[config.mk]
export PLATFORM = sky130hd
export DESIGN_NAME = service_bridge_irq_register_block
export DESIGN_NICKNAME = d
export VERILOG_FILES = /design/src/hw/rtl/sbirq_pkg.sv /design/src/hw/rtl/sbirq_decode.sv /design/src/hw/rtl/sbirq_store.sv /design/src/hw/rtl/sbirq_update.sv /design/src/hw/rtl/service_bridge_irq_register_block.sv
export VERILOG_INCLUDE_DIRS = /design/src /design/src/hw/rtl
export SDC_FILE = /design/constraint.sdc
export NUM_CORES = 2
export LEC_CHECK = 0
export BUFFER_PORTS_ARGS = -buffer_cell sky130_fd_sc_hd__buf_2
export CAP_MARGIN = 20
export CORE_MARGIN = 2
export CORE_UTILIZATION = 56
export CTS_CLUSTER_SIZE = 20
export DETAILED_ROUTE_END_ITERATION = 12
export GPL_TIMING_DRIVEN = 1
export MAX_ROUTING_LAYER = met4
export PLACE_DENSITY_LB_ADDON = 0.1
export SLEW_MARGIN = 20
export SYNTH_ARGS = -nofsm -noshare
export SYNTH_HDL_FRONTEND = slang
export SYNTH_SLANG_ARGS = --single-unit
[constraint.sdc]
create_clock -name i_clk -period 21.5 [get_ports i_clk]
set_clock_uncertainty 0.15 [all_clocks]
set_input_delay 4.3 -clock i_clk [delete_from_list [all_inputs] [get_ports i_clk]]
set_output_delay 4.3 -clock i_clk [all_outputs]
set_load 0.01 [all_outputs]
[src/hw/rtl/service_bridge_irq_register_block_assert.svh]
// ----------------------------------------------------------------------------
// Assertion macros for the service bridge register block
// Immediate-cycle and next-cycle implication checks under synchronous reset.
// ----------------------------------------------------------------------------
`ifndef SERVICE_BRIDGE_IRQ_REGISTER_BLOCK_ASSERT_SVH
`define SERVICE_BRIDGE_IRQ_REGISTER_BLOCK_ASSERT_SVH

// Consequent must hold in the same cycle as the antecedent
`define SBIRQ_ASSERT_NOW(label, clk, rst_n, ante, cons, msg) \
    label: assert property (@(posedge clk) disable iff (!rst_n) (ante) |-> (cons)) \
        else $error(msg);

// Consequent must hold in the cycle after the antecedent
`define SBIRQ_ASSERT_NEXT(label, clk, rst_n, ante, cons, msg) \
    label: assert property (@(posedge clk) disable iff (!rst_n) (ante) |=> (cons)) \
        else $error(msg);

`endif

[src/hw/rtl/sbirq_pkg.sv]
// ----------------------------------------------------------------------------
// sbirq_pkg
// Types, register map constants and lookup functions for the bridge block.
// ----------------------------------------------------------------------------
`timescale 1ns / 1ps
`default_nettype none

package sbirq_pkg;

    // Register file geometry
    localparam int unsigned NREGS      = 28;
    localparam int unsigned MMIO_SHIFT = 10;

    // Register map (word offsets)
    localparam logic [4:0] REG_FIR     = 5'd0;
    localparam logic [4:0] REG_FIR_AND = 5'd1;
    localparam logic [4:0] REG_FIR_OR  = 5'd2;
    localparam logic [4:0] REG_ACT0    = 5'd6;
    localparam logic [4:0] REG_ACT1    = 5'd7;
    localparam logic [4:0] REG_BAR     = 5'd10;
    localparam logic [4:0] REG_FSPBAR  = 5'd11;
    localparam logic [4:0] REG_CR      = 5'd14;
    localparam logic [4:0] REG_SEMR    = 5'd15;
    localparam logic [4:0] REG_XV_FSP  = 5'd16;
    localparam logic [4:0] REG_SCR     = 5'd18;
    localparam logic [4:0] REG_CCR     = 5'd19;
    localparam logic [4:0] REG_DMA     = 5'd20;
    localparam logic [4:0] REG_STAT    = 5'd21;
    localparam logic [4:0] REG_XV_OCC  = 5'd22;
    localparam logic [4:0] REG_XV_FSI  = 5'd23;
    localparam logic [4:0] REG_XV_LPC  = 5'd24;
    localparam logic [4:0] REG_XV_LOC  = 5'd25;
    localparam logic [4:0] REG_XV_EXT  = 5'd26;
    localparam logic [4:0] REG_IRSN    = 5'd27;

    // Status memory entries (control and interrupt status registers)
    localparam logic STAT_IDX_CR   = 1'b0;
    localparam logic STAT_IDX_STAT = 1'b1;

    // Field masks
    localparam logic [63:0] BAR_KEEP     = 64'h0003_ffff_fff0_0001;
    localparam logic [63:0] BAR_EN       = 64'h0000_0000_0000_0001;
    localparam logic [63:0] FSPBAR_KEEP  = 64'h0003_ffff_0000_0000;
    localparam logic [63:0] XV_KEEP      = 64'h00ff_ffff_e000_0000;
    localparam logic [63:0] XV_PRIO_MASK = 64'h0000_00ff_0000_0000;
    localparam logic [63:0] XV_PENDING   = 64'h0000_0000_0100_0000;
    localparam logic [63:0] CR_PSI_IRQ   = 64'h0000_8000_0000_0000;
    localparam logic [63:0] CR_FSP_IRQ   = 64'h0000_4000_0000_0000;
    localparam logic [63:0] IRSN_KEEP    = 64'hffff_e00f_0000_0000;
    localparam logic [7:0]  PRIO_MASKED  = 8'hff;
    localparam logic [2:0]  NUM_SOURCES  = 3'd6;
    localparam logic [2:0]  LAST_LINE    = 3'd6;

    typedef enum logic [1:0] {
        OP_READ  = 2'd0,
        OP_WRITE = 2'd1,
        OP_EVENT = 2'd2,
        OP_NONE  = 2'd3
    } t_op;

    typedef enum logic [1:0] {
        ST_OK      = 2'd0,
        ST_UNIMP   = 2'd1,
        ST_REFUSED = 2'd2,
        ST_BAD_SRC = 2'd3
    } t_status;

    typedef enum logic [1:0] {
        ACT_NONE  = 2'd0,
        ACT_RAISE = 2'd1,
        ACT_LOWER = 2'd2
    } t_act;

    // What the update stage has to do with a request
    typedef enum logic [3:0] {
        K_NONE,
        K_RD_MAIN,
        K_RD_STAT,
        K_RD_UNIMP,
        K_WR_MAIN,
        K_WR_OR,
        K_WR_AND,
        K_WR_STAT,
        K_SET_STAT,
        K_CLR_STAT,
        K_IRSN,
        K_VEC,
        K_REFUSE,
        K_WR_UNIMP,
        K_EVENT,
        K_BAD_LINE
    } t_kind;

    typedef struct packed {
        t_kind       kind;
        logic [4:0]  main_addr;
        logic        stat_addr;
        logic [63:0] data;
        logic [2:0]  line;
        logic        level;
    } t_req;

    typedef struct packed {
        logic        main_we;
        logic [4:0]  main_addr;
        logic [63:0] main_data;
        logic        stat_we;
        logic        stat_addr;
        logic [63:0] stat_data;
    } t_wr;

    typedef struct packed {
        logic [63:0] read_data;
        t_status     status;
        t_act        line_action;
        logic [2:0]  line_source;
        logic        route_valid;
        logic [2:0]  route_source;
        logic [13:0] route_server;
        logic [7:0]  route_priority;
        logic        offset_valid;
        logic [18:0] source_offset;
    } t_result;

    // Reset contents of the main register memory
    function automatic logic [63:0] main_reset_value(input logic [4:0] addr);
        logic [63:0] val;
        val = '0;
        unique case (addr)
            REG_BAR:    val = BAR_EN;
            REG_XV_FSP: val = XV_PRIO_MASK;
            REG_XV_OCC: val = XV_PRIO_MASK | {32'd0, 3'd1, 29'd0};
            REG_XV_FSI: val = XV_PRIO_MASK | {32'd0, 3'd2, 29'd0};
            REG_XV_LPC: val = XV_PRIO_MASK | {32'd0, 3'd3, 29'd0};
            REG_XV_LOC: val = XV_PRIO_MASK | {32'd0, 3'd4, 29'd0};
            REG_XV_EXT: val = XV_PRIO_MASK | {32'd0, 3'd5, 29'd0};
            default:    val = '0;
        endcase
        return val;
    endfunction

    // Vector register that serves an interrupt line
    function automatic logic [4:0] vec_reg_of_line(input logic [2:0] line);
        logic [4:0] reg_idx;
        reg_idx = REG_XV_FSP;
        unique case (line)
            3'd0, 3'd1: reg_idx = REG_XV_FSP;
            3'd2:       reg_idx = REG_XV_OCC;
            3'd3:       reg_idx = REG_XV_FSI;
            3'd4:       reg_idx = REG_XV_LPC;
            3'd5:       reg_idx = REG_XV_LOC;
            3'd6:       reg_idx = REG_XV_EXT;
            default:    reg_idx = REG_XV_FSP;
        endcase
        return reg_idx;
    endfunction

    // Status bit that an interrupt line drives
    function automatic logic [63:0] stat_bit_of_line(input logic [2:0] line);
        logic [63:0] bit_mask;
        bit_mask = '0;
        unique case (line)
            3'd0:    bit_mask = CR_PSI_IRQ;
            3'd1:    bit_mask = CR_FSP_IRQ;
            3'd2:    bit_mask = 64'h0000_0010_0000_0000;
            3'd3:    bit_mask = 64'h0000_0008_0000_0000;
            3'd4:    bit_mask = 64'h0000_0004_0000_0000;
            3'd5:    bit_mask = 64'h0000_0002_0000_0000;
            3'd6:    bit_mask = 64'h0000_0001_0000_0000;
            default: bit_mask = '0;
        endcase
        return bit_mask;
    endfunction

endpackage

`default_nettype wire

[src/hw/rtl/sbirq_decode.sv]
// ----------------------------------------------------------------------------
// sbirq_decode
// Turns an incoming request into memory read addresses and an update kind.
// ----------------------------------------------------------------------------
`timescale 1ns / 1ps
`default_nettype none

module sbirq_decode (
    input  wire logic [1:0]     i_operation,
    input  wire logic [4:0]     i_word_index,
    input  wire logic           i_via_mmio,
    input  wire logic [63:0]    i_write_data,
    input  wire logic [2:0]     i_line_number,
    input  wire logic           i_line_level,
    output sbirq_pkg::t_req     o_req
);
    import sbirq_pkg::*;

    logic [5:0] w_off;
    logic       w_in_file;
    logic [4:0] w_addr;
    logic       w_is_vec;
    logic       w_readable;

    // Form the register offset; the memory-mapped path is shifted up
    assign w_off     = {1'b0, i_word_index} + (i_via_mmio ? 6'(MMIO_SHIFT) : 6'd0);
    assign w_in_file = w_off < 6'(NREGS);
    assign w_addr    = w_off[4:0];

    assign w_is_vec = (w_addr == REG_XV_FSP) || (w_addr == REG_XV_OCC) ||
                      (w_addr == REG_XV_FSI) || (w_addr == REG_XV_LPC) ||
                      (w_addr == REG_XV_LOC) || (w_addr == REG_XV_EXT);

    assign w_readable = w_is_vec || (w_addr == REG_FIR) || (w_addr == REG_ACT0) ||
                        (w_addr == REG_ACT1) || (w_addr == REG_BAR) ||
                        (w_addr == REG_FSPBAR) || (w_addr == REG_CR) ||
                        (w_addr == REG_SEMR) || (w_addr == REG_DMA) ||
                        (w_addr == REG_STAT) || (w_addr == REG_IRSN);

    // Classify the request and pick the entries to read
    always_comb begin
        o_req           = '0;
        o_req.kind      = K_NONE;
        o_req.main_addr = REG_FIR;
        o_req.stat_addr = STAT_IDX_CR;
        o_req.data      = i_write_data;
        o_req.line      = i_line_number;
        o_req.level     = i_line_level;
        unique case (t_op'(i_operation))
            OP_READ: begin
                if (w_in_file && w_readable) begin
                    if (w_addr == REG_CR) begin
                        o_req.kind      = K_RD_STAT;
                        o_req.stat_addr = STAT_IDX_CR;
                    end else if (w_addr == REG_STAT) begin
                        o_req.kind      = K_RD_STAT;
                        o_req.stat_addr = STAT_IDX_STAT;
                    end else begin
                        o_req.kind      = K_RD_MAIN;
                        o_req.main_addr = w_addr;
                    end
                end else begin
                    o_req.kind = K_RD_UNIMP;
                end
            end
            OP_WRITE: begin
                if (!w_in_file) begin
                    o_req.kind = K_WR_UNIMP;
                end else begin
                    o_req.main_addr = w_addr;
                    unique case (w_addr)
                        REG_FIR, REG_ACT0, REG_ACT1, REG_SEMR, REG_DMA: begin
                            o_req.kind = K_WR_MAIN;
                        end
                        REG_FIR_OR: begin
                            o_req.kind      = K_WR_OR;
                            o_req.main_addr = REG_FIR;
                        end
                        REG_FIR_AND: begin
                            o_req.kind      = K_WR_AND;
                            o_req.main_addr = REG_FIR;
                        end
                        REG_BAR: begin
                            o_req.kind = i_via_mmio ? K_REFUSE : K_WR_MAIN;
                            o_req.data = i_write_data & BAR_KEEP;
                        end
                        REG_FSPBAR: begin
                            o_req.kind = K_WR_MAIN;
                            o_req.data = i_write_data & FSPBAR_KEEP;
                        end
                        REG_CR:   o_req.kind = K_WR_STAT;
                        REG_SCR:  o_req.kind = K_SET_STAT;
                        REG_CCR:  o_req.kind = K_CLR_STAT;
                        REG_STAT: o_req.kind = K_REFUSE;
                        REG_IRSN: begin
                            o_req.kind = K_IRSN;
                            o_req.data = i_write_data & IRSN_KEEP;
                        end
                        REG_XV_FSP, REG_XV_OCC, REG_XV_FSI, REG_XV_LPC, REG_XV_LOC,
                        REG_XV_EXT: begin
                            o_req.kind = K_VEC;
                            o_req.data = i_write_data & XV_KEEP;
                        end
                        default: o_req.kind = K_WR_UNIMP;
                    endcase
                end
            end
            OP_EVENT: begin
                if (i_line_number > LAST_LINE) begin
                    o_req.kind = K_BAD_LINE;
                end else begin
                    o_req.kind      = K_EVENT;
                    o_req.main_addr = vec_reg_of_line(i_line_number);
                    o_req.stat_addr = (i_line_number < 3'd2) ? STAT_IDX_CR : STAT_IDX_STAT;
                end
            end
            OP_NONE: o_req.kind = K_NONE;
            default: o_req.kind = K_NONE;
        endcase
    end

endmodule

`default_nettype wire

[src/hw/rtl/sbirq_store.sv]
// ----------------------------------------------------------------------------
// sbirq_store
// Main and status register memories with valid bits and write forwarding.
// ----------------------------------------------------------------------------
`timescale 1ns / 1ps
`default_nettype none

module sbirq_store (
    input  wire logic           i_clk,
    input  wire logic           i_rst_n,
    input  wire logic           i_rd_en,
    input  wire logic [4:0]     i_rd_main_addr,
    input  wire logic           i_rd_stat_addr,
    input  wire sbirq_pkg::t_wr i_wr,
    output logic [63:0]         o_main_q,
    output logic [63:0]         o_stat_q
);
    import sbirq_pkg::*;

    logic [63:0] mem_main [NREGS];
    logic [63:0] mem_stat [2];

    logic [NREGS-1:0] r_main_vld;
    logic [1:0]       r_stat_vld;

    logic [63:0] r_main_q;
    logic [63:0] r_stat_q;
    logic [4:0]  r_main_ra;
    logic        r_main_fwd;
    logic        r_main_rst;
    logic [63:0] r_main_fwd_d;
    logic        r_stat_fwd;
    logic        r_stat_rst;
    logic [63:0] r_stat_fwd_d;

    // Write port and registered read port of the main memory
    always_ff @(posedge i_clk) begin
        if (i_wr.main_we) begin
            mem_main[i_wr.main_addr] <= i_wr.main_data;
        end
        if (i_rd_en) begin
            r_main_q <= mem_main[i_rd_main_addr];
        end
    end

    // Write port and registered read port of the status memory
    always_ff @(posedge i_clk) begin
        if (i_wr.stat_we) begin
            mem_stat[i_wr.stat_addr] <= i_wr.stat_data;
        end
        if (i_rd_en) begin
            r_stat_q <= mem_stat[i_rd_stat_addr];
        end
    end

    // Mark entries once written; unwritten ones read as their reset value
    always_ff @(posedge i_clk) begin
        if (!i_rst_n) begin
            r_main_vld <= '0;
            r_stat_vld <= '0;
        end else begin
            if (i_wr.main_we) begin
                r_main_vld[i_wr.main_addr] <= 1'b1;
            end
            if (i_wr.stat_we) begin
                r_stat_vld[i_wr.stat_addr] <= 1'b1;
            end
        end
    end

    // Capture read source: forwarded write, reset value or memory
    always_ff @(posedge i_clk) begin
        if (i_rd_en) begin
            r_main_ra    <= i_rd_main_addr;
            r_main_fwd   <= i_wr.main_we && (i_wr.main_addr == i_rd_main_addr);
            r_main_fwd_d <= i_wr.main_data;
            r_main_rst   <= !r_main_vld[i_rd_main_addr];
            r_stat_fwd   <= i_wr.stat_we && (i_wr.stat_addr == i_rd_stat_addr);
            r_stat_fwd_d <= i_wr.stat_data;
            r_stat_rst   <= !r_stat_vld[i_rd_stat_addr];
        end
    end

    assign o_main_q = r_main_fwd ? r_main_fwd_d :
                      r_main_rst ? main_reset_value(r_main_ra) : r_main_q;
    assign o_stat_q = r_stat_fwd ? r_stat_fwd_d :
                      r_stat_rst ? 64'd0 : r_stat_q;

endmodule

`default_nettype wire

[src/hw/rtl/sbirq_update.sv]
// ----------------------------------------------------------------------------
// sbirq_update
// Modify step: builds write-back values and the result from read data.
// ----------------------------------------------------------------------------
`timescale 1ns / 1ps
`default_nettype none

module sbirq_update (
    input  wire sbirq_pkg::t_req    i_req,
    input  wire logic [63:0]        i_main_q,
    input  wire logic [63:0]        i_stat_q,
    output sbirq_pkg::t_wr          o_wr,
    output sbirq_pkg::t_result      o_res
);
    import sbirq_pkg::*;

    logic [63:0] w_vec_new;
    logic [2:0]  w_vec_src;
    logic [63:0] w_bit;
    logic [63:0] w_stat_new;
    logic [2:0]  w_evt_src;
    logic        w_evt_masked;
    logic        w_other_set;

    // Vector write keeps the pending bit and takes the routing fields
    assign w_vec_new = (i_main_q & XV_PENDING) | i_req.data;
    assign w_vec_src = w_vec_new[31:29];

    // Line event: new status word and the vector it routes through
    assign w_bit        = stat_bit_of_line(i_req.line);
    assign w_stat_new   = i_req.level ? (i_stat_q | w_bit) : (i_stat_q & ~w_bit);
    assign w_evt_src    = i_main_q[31:29];
    assign w_evt_masked = i_main_q[39:32] == PRIO_MASKED;
    assign w_other_set  = (i_req.stat_addr == STAT_IDX_CR) &&
                          ((w_stat_new & (CR_PSI_IRQ | CR_FSP_IRQ)) != 64'd0);

    always_comb begin
        o_wr           = '0;
        o_wr.main_addr = i_req.main_addr;
        o_wr.stat_addr = i_req.stat_addr;
        o_res          = '0;
        o_res.status      = ST_OK;
        o_res.line_action = ACT_NONE;
        unique case (i_req.kind)
            K_NONE:     ;
            K_RD_MAIN:  o_res.read_data = i_main_q;
            K_RD_STAT:  o_res.read_data = i_stat_q;
            K_RD_UNIMP: begin
                o_res.read_data = '1;
                o_res.status    = ST_UNIMP;
            end
            K_WR_MAIN: begin
                o_wr.main_we   = 1'b1;
                o_wr.main_data = i_req.data;
            end
            K_WR_OR: begin
                o_wr.main_we   = 1'b1;
                o_wr.main_data = i_main_q | i_req.data;
            end
            K_WR_AND: begin
                o_wr.main_we   = 1'b1;
                o_wr.main_data = i_main_q & i_req.data;
            end
            K_WR_STAT: begin
                o_wr.stat_we   = 1'b1;
                o_wr.stat_data = i_req.data;
            end
            K_SET_STAT: begin
                o_wr.stat_we   = 1'b1;
                o_wr.stat_data = i_stat_q | i_req.data;
            end
            K_CLR_STAT: begin
                o_wr.stat_we   = 1'b1;
                o_wr.stat_data = i_stat_q & ~i_req.data;
            end
            K_IRSN: begin
                o_wr.main_we        = 1'b1;
                o_wr.main_data      = i_req.data;
                o_res.offset_valid  = 1'b1;
                o_res.source_offset = i_req.data[63:45];
            end
            K_VEC: begin
                o_wr.main_we   = 1'b1;
                o_wr.main_data = w_vec_new;
                if (w_vec_src >= NUM_SOURCES) begin
                    // Unroutable source: store as written, no route update
                    o_res.status = ST_BAD_SRC;
                end else begin
                    if (w_vec_new[39:32] == PRIO_MASKED) begin
                        o_wr.main_data = w_vec_new & ~XV_PENDING;
                    end
                    o_res.route_valid    = 1'b1;
                    o_res.route_source   = w_vec_src;
                    o_res.route_server   = w_vec_new[55:42];
                    o_res.route_priority = w_vec_new[39:32];
                end
            end
            K_REFUSE:   o_res.status = ST_REFUSED;
            K_WR_UNIMP: o_res.status = ST_UNIMP;
            K_EVENT: begin
                o_wr.stat_we   = 1'b1;
                o_wr.stat_data = w_stat_new;
                o_wr.main_we   = 1'b1;
                // Hold the shared line high while the other muxed source is set
                if (i_req.level) begin
                    o_res.line_action = ACT_RAISE;
                    o_res.line_source = w_evt_src;
                end else if (!w_other_set) begin
                    o_res.line_action = ACT_LOWER;
                    o_res.line_source = w_evt_src;
                end
                if ((i_req.level || w_other_set) && !w_evt_masked) begin
                    o_wr.main_data = i_main_q | XV_PENDING;
                end else begin
                    o_wr.main_data = i_main_q & ~XV_PENDING;
                end
            end
            K_BAD_LINE: o_res.status = ST_BAD_SRC;
            default:    ;
        endcase
    end

endmodule

`default_nettype wire

[src/hw/rtl/service_bridge_irq_register_block.sv]
// ----------------------------------------------------------------------------
// service_bridge_irq_register_block
// Service bridge register block with interrupt-line handling.
//
// Input channel (i_valid / o_stall) carries one request per cycle while o_stall
// is low: a register read, a register write or an interrupt line event. Output
// channel (o_valid / i_stall) returns exactly one result per request, in order.
//
// Pipeline: on accept the memories are read into registers and the request is
// held in stage one; the read-modify-write pass on that data feeds the output
// register. Throughput is one request per cycle when not stalled, set by one
// read-modify-write pass per cycle, with writes forwarded to a same-entry read.
//
// Reset clears the entry valid bits and the pipeline; unwritten entries read
// as their reset value, so a request may be accepted right after reset.
// When the receiver stalls, the held result stays on the output and one more
// request completes into the modify stage; then o_stall rises until it drains.
// ----------------------------------------------------------------------------
`timescale 1ns / 1ps
`default_nettype none
`include "service_bridge_irq_register_block_assert.svh"

module service_bridge_irq_register_block (
    input  wire logic           i_clk,
    input  wire logic           i_rst_n,
    input  wire logic           i_valid,
    output logic                o_stall,
    input  wire logic [1:0]     i_operation,
    input  wire logic [4:0]     i_word_index,
    input  wire logic           i_via_mmio,
    input  wire logic [63:0]    i_write_data,
    input  wire logic [2:0]     i_line_number,
    input  wire logic           i_line_level,
    output logic                o_valid,
    input  wire logic           i_stall,
    output logic [63:0]         o_read_data,
    output logic [1:0]          o_status,
    output logic [1:0]          o_line_action,
    output logic [2:0]          o_line_source,
    output logic                o_route_valid,
    output logic [2:0]          o_route_source,
    output logic [13:0]         o_route_server,
    output logic [7:0]          o_route_priority,
    output logic                o_offset_valid,
    output logic [18:0]         o_source_offset
);
    import sbirq_pkg::*;

    t_req        w_dec;
    t_req        r_req;
    logic        r_s1_vld;
    logic        r_out_vld;
    t_result     r_out;
    t_result     w_res;
    t_wr         w_wr;
    t_wr         w_wr_g;
    logic [63:0] w_main_q;
    logic [63:0] w_stat_q;
    logic        w_accept;
    logic        w_s1_adv;
    logic        w_s1_fire;

    // Handshake: modify stage moves on whenever the output register frees up
    assign w_s1_adv  = !r_out_vld || !i_stall;
    assign w_s1_fire = r_s1_vld && w_s1_adv;
    assign o_stall   = r_s1_vld && !w_s1_adv;
    assign w_accept  = i_valid && !o_stall;

    // Decode the incoming request
    sbirq_decode u_decode (
        .i_operation  (i_operation),
        .i_word_index (i_word_index),
        .i_via_mmio   (i_via_mmio),
        .i_write_data (i_write_data),
        .i_line_number(i_line_number),
        .i_line_level (i_line_level),
        .o_req        (w_dec)
    );

    // Register memories, read on accept, written when the modify stage fires
    sbirq_store u_store (
        .i_clk         (i_clk),
        .i_rst_n       (i_rst_n),
        .i_rd_en       (w_accept),
        .i_rd_main_addr(w_dec.main_addr),
        .i_rd_stat_addr(w_dec.stat_addr),
        .i_wr          (w_wr_g),
        .o_main_q      (w_main_q),
        .o_stat_q      (w_stat_q)
    );

    // Modify step on the request held in stage one
    sbirq_update u_update (
        .i_req  (r_req),
        .i_main_q(w_main_q),
        .i_stat_q(w_stat_q),
        .o_wr   (w_wr),
        .o_res  (w_res)
    );

    // Gate write-back so a held request writes exactly once
    always_comb begin
        w_wr_g         = w_wr;
        w_wr_g.main_we = w_wr.main_we && w_s1_fire;
        w_wr_g.stat_we = w_wr.stat_we && w_s1_fire;
    end

    // Stage one valid
    always_ff @(posedge i_clk) begin
        if (!i_rst_n) begin
            r_s1_vld <= 1'b0;
        end else if (w_accept) begin
            r_s1_vld <= 1'b1;
        end else if (w_s1_adv) begin
            r_s1_vld <= 1'b0;
        end
    end

    // Stage one request payload
    always_ff @(posedge i_clk) begin
        if (w_accept) begin
            r_req <= w_dec;
        end
    end

    // Output register valid
    always_ff @(posedge i_clk) begin
        if (!i_rst_n) begin
            r_out_vld <= 1'b0;
        end else if (w_s1_adv) begin
            r_out_vld <= r_s1_vld;
        end
    end

    // Output register payload
    always_ff @(posedge i_clk) begin
        if (w_s1_fire) begin
            r_out <= w_res;
        end
    end

    assign o_valid          = r_out_vld;
    assign o_read_data      = r_out.read_data;
    assign o_status         = r_out.status;
    assign o_line_action    = r_out.line_action;
    assign o_line_source    = r_out.line_source;
    assign o_route_valid    = r_out.route_valid;
    assign o_route_source   = r_out.route_source;
    assign o_route_server   = r_out.route_server;
    assign o_route_priority = r_out.route_priority;
    assign o_offset_valid   = r_out.offset_valid;
    assign o_source_offset  = r_out.source_offset;

    // A route update only comes from a clean vector write
    `SBIRQ_ASSERT_NOW(a_route_clean, i_clk, i_rst_n, o_valid && o_route_valid,
        o_status == ST_OK && o_line_action == ACT_NONE && !o_offset_valid,
        "route update alongside another result")

    // A line action never carries read data or an error
    `SBIRQ_ASSERT_NOW(a_action_clean, i_clk, i_rst_n, o_valid && o_line_action != ACT_NONE,
        o_status == ST_OK && o_read_data == 64'd0,
        "line action with read data or error status")

    // A request leaving the modify stage lands in the output register
    `SBIRQ_ASSERT_NEXT(a_fire_lands, i_clk, i_rst_n, w_s1_fire, r_out_vld,
        "fired request lost before output")

endmodule

`default_nettype wire

==> summary.md <==
| Metric | Value |
|---|---|
| I/O pins | 199 |
| Maxcap violations | 0 |
| Via-per-instance ratio | around 6.7 |
| DRC viols | 0 |
| RSZ-0062 raised after global routing | no |
| R2R cell count | 6 |
| Final Critical Period | 9.88 ns |
| Synthesized instance count | slightly below 7000 |
| Layout Cells excl Fill | ~9600 |
| CP startpoint | i_via_mmio |
| Skew-Pair Late Insertion Delay | between 0.8 and 0.9 ns |
| Total GRT Usage | 0.343 |
| Ys async rst share | 0 |
| Mapped Area | 96400 um2 |
| Die width | approximately 420 um |
| Cell chain of the critical path | buf_2, ha_1, ha_1, a21o_1, a211oi_1, o31a_1, nand3b_1, o21a_4, inv_8, buf_4, buf_4, buf_4, a31oi_1, o2111ai_1, o211ai_1 |
| CP required | around 22 ns |
| Share of layout cells above drive strength 1 | 0.120 |
| Status | complete, no violations |
| Peak VDD IR | 0.0749 mV |
| Final WL | a little under 300 mm |
| Library cells used by synthesis | 71 |
| Crit path launch type | input port |
| Synth top cells by count | edfxtp_1 (2375), nand2_1 (1292), nand3_1 (519) |
| Flop2flop setup slack | roughly 17 ns |
| Post-cts resize count | 0 |
| Setup Viol. Count Final | 0 |
| Register bit total from synthesis | about 2400 |
| Synth Flop Type | edfxtp_1 |
| Sink Count | ~2400 |
| Count leader, synth | edfxtp_1 |
| Inst Count DP | slightly above 9000 |
| First-pass GRT wire length | 421 mm |
| Reg2reg start | r_req[75]$_DFFE_PP_ |
| Buffers & Inverters on Critical Path | 5 |
| I/O Buffers | approximately 200 |
| CTS root buf | clkbuf_16 |
| Post-CTS Setup Bufs | 0 |
| Power share of the combinational group | 0.104 |
| Delay-heaviest family, CP | buffers and inverters |
| Filler cells | between 10000 and 15000 |
| Syn_nets | roughly 7000 |
| Hold depth | 1 |
| Worst-Margin Slew | 1.21 ns |
| Critical-path top delay cell | buf_4 |
| Initial Utilization | 0.563 |
| Storage element area | between 70000 and 80000 um2 |
| Synth area leaders | edfxtp_1 (74%), nand2_1 (5.0%), nand3_1 (2.7%) |
| Vias in the first global route | approximately 59000 |
| Final GP Congestion | around 0.89 |
| Vias post-DR | approximately 64000 |
| Total negative slack | 0 ns |
| Most frequent CP cell | buf_4 |
| Final #Nets | around 7200 |
| Core Region | between 150000 and 200000 um2 |
| Total CTS buffers | 232 |
| Worst Min Path Start | u_store.r_main_vld[0]$_SDFFE_PN0P_ |
| Initial antenna violation count | 12 |
| CP max FO | about 110 |
| Clk buf depth | 3 |
| Final hold vios | 0 |
| Design internal power | a little under 8 mW |
| Slew Viols, Final | 0 |
| Die height | 419 um |
| Worst hold slack | slightly above 0.3 ns |
| Post-synthesis sequential area ratio | 0.746 |
| CTS tree | done |
| Post-route ant nets | 0 |
| Synth top area share | 0.740 |
| Hold endpoint | u_store.r_main_vld[0]$_SDFFE_PN0P_ |
| Power Density | between 90 and 100 nW/um2 |
| Hold_buf cts | 0 |
| HP Class | reg -> reg |
| YS warnings | 0 |
| Grt ovf | 0 |
| Area occupied by multi-input gates | approximately 23000 um2 |
| Period utilization | 0.460 |
| Post-synth top area cell | edfxtp_1 |
| Largest net degree at the start of global routing | about 200 |
| Reg2reg end | u_store.mem_main[20][24]$_DFFE_PP_ |
| TritonRoute pass-1 iters | 6 |
| Worst-path clk slew | 0.06 ns |
| Syn Area/Cell | around 14 um2 |
| Final Total Pwr | approximately 10 mW |
| Sequential Power Share | 0.522 |
| WL/cell | roughly 31 um |
| Pleak | between 30 and 40 nW |
| Final HPWL DP | roughly 160 mm |
| FMAX | just over 100 MHz |
| Crit-path max cell delay | 0.83 ns |
| Die Area | around 180000 um2 |
| H-tree Lvls | 4 |
| Area growth syn-to-layout | 11.7% |
| Clock power share | 0.374 |
| CP Class | in -> reg |
| Sw frac | 0.250 |
| Critical Path AT | around 10 ns |
| Core Util, Final | 0.628 |
| Number of flops mapped to enable cells by yosys | 2375 |
| Iteration-0 DRC Markers | approximately 11000 |
| P_sw | 2.59 mW |
| Critical Path Sink Type | register |
| Worst slew margin | 0.183 |
| Site Rows | 152 |
==> sequential cells by signal, indices dropped and copies added (netlist names), 2 cells and up <==
name	flops
u_store.r_stat_q	64
u_store.r_main_vld	28
o_read_data	64
u_store.r_stat_fwd_d	64
o_line_action	2
o_route_source	3
o_line_source	3
u_store.r_main_q	64
o_route_server	14
u_store.r_main_ra	5
u_store.r_main_fwd_d	64
u_store.r_stat_vld	2
o_status	2
o_route_priority	8
u_store.mem_stat	128
o_source_offset	19
r_req	73
u_store.mem_main	1792
==> worst max path at each step <==
stage                                           to  cells past startpoint
CTS                 u_store.r_main_q[12]$_DFFE_PP_                     15
global placement    u_store.r_main_q[12]$_DFFE_PP_                     15
floorplan                       r_req[0]$_DFFE_PP_                      2
detailed placement  u_store.r_main_q[12]$_DFFE_PP_                     15
global route        u_store.r_main_q[12]$_DFFE_PP_                     15
finish              u_store.r_main_q[12]$_DFFE_PP_                     15
==> power groups by stage <==
stage,registers [mW],logic (mW),clock network (mW)
after floorplan,5.49,0.621,0
after global placement,5.49,1.02,0
after detailed placement,5.49,1.04,0
after CTS,5.39,1.05,3.89
after global routing,5.40,1.14,4.08
final,5.40,1.08,3.87
==> worst register-to-register path, cell delays in order (launching register included) <==
cell and delay, ns:
edfxtp_1 0.90, a21oi_1 0.35, nor2_1 0.46, nand2_1 0.50
nor2_4 0.91, buf_4 0.66, buf_4 0.67
==> stage by stage <==
step	cell area (um2)	setup WS, ns
after floorplan	96400	0.908
after global placement	100000	10.92
after detailed placement	100000	10.88
after CTS	107000	11.79
after global routing	108000	11.43
final	108000	11.62
==> layout make-up <==
type                       count  share of cell area
clock inverter               116             0.00739
antenna                        9            0.000209
sequential                  2407               0.668
multi-input combinational   4013               0.213
clock buffer                 310              0.0585
inverter                      14            0.000662
tap                         2310              0.0268
timing repair buffer         403              0.0252
==> layout by cell type (no fill, tap or decap), types with 75 or more instances in the layout <==
master | synthesis | layout
edfxtp_1 | 2375 | 2375
nand2_1 | 1292 | 1289
nand3_1 | 519 | 518
and3_1 | 322 | 321
a211oi_1 | 316 | 316
o21ai_0 | 323 | 270
clkbuf_16 | 0 | 240
buf_2 | 153 | 198
buf_4 | 9 | 191
a31oi_1 | 185 | 185
a22oi_1 | 118 | 118
o211ai_1 | 99 | 99
nor2_1 | 133 | 95
and2_1 | 90 | 89
o22ai_1 | 76 | 75
==> cell families (layout without fill, tap and decap cells) <==
family          after synthesis  after routing  share of synthesized area
fa+ha+maj                     5              5                   0.000623
other cells                   0              9                          0
mux                          89             89                     0.0101
compound gates             1453           1453                      0.103
flops                      2407           2407                      0.746
simple gates               2455           2455                      0.116
buf+inv                     527            843                     0.0233
xor+xnor                     11             11                    0.00108
==> layer usage <==
metal  track usage  part of all wire  vias up
met5             -                 0        -
met4         0.108             0.032        0
met3        0.0685              0.13      572
met2         0.505              0.45     4146
met1         0.486              0.39    32199
li1              -                 -    26951
(Power assumes the default switching activity.)
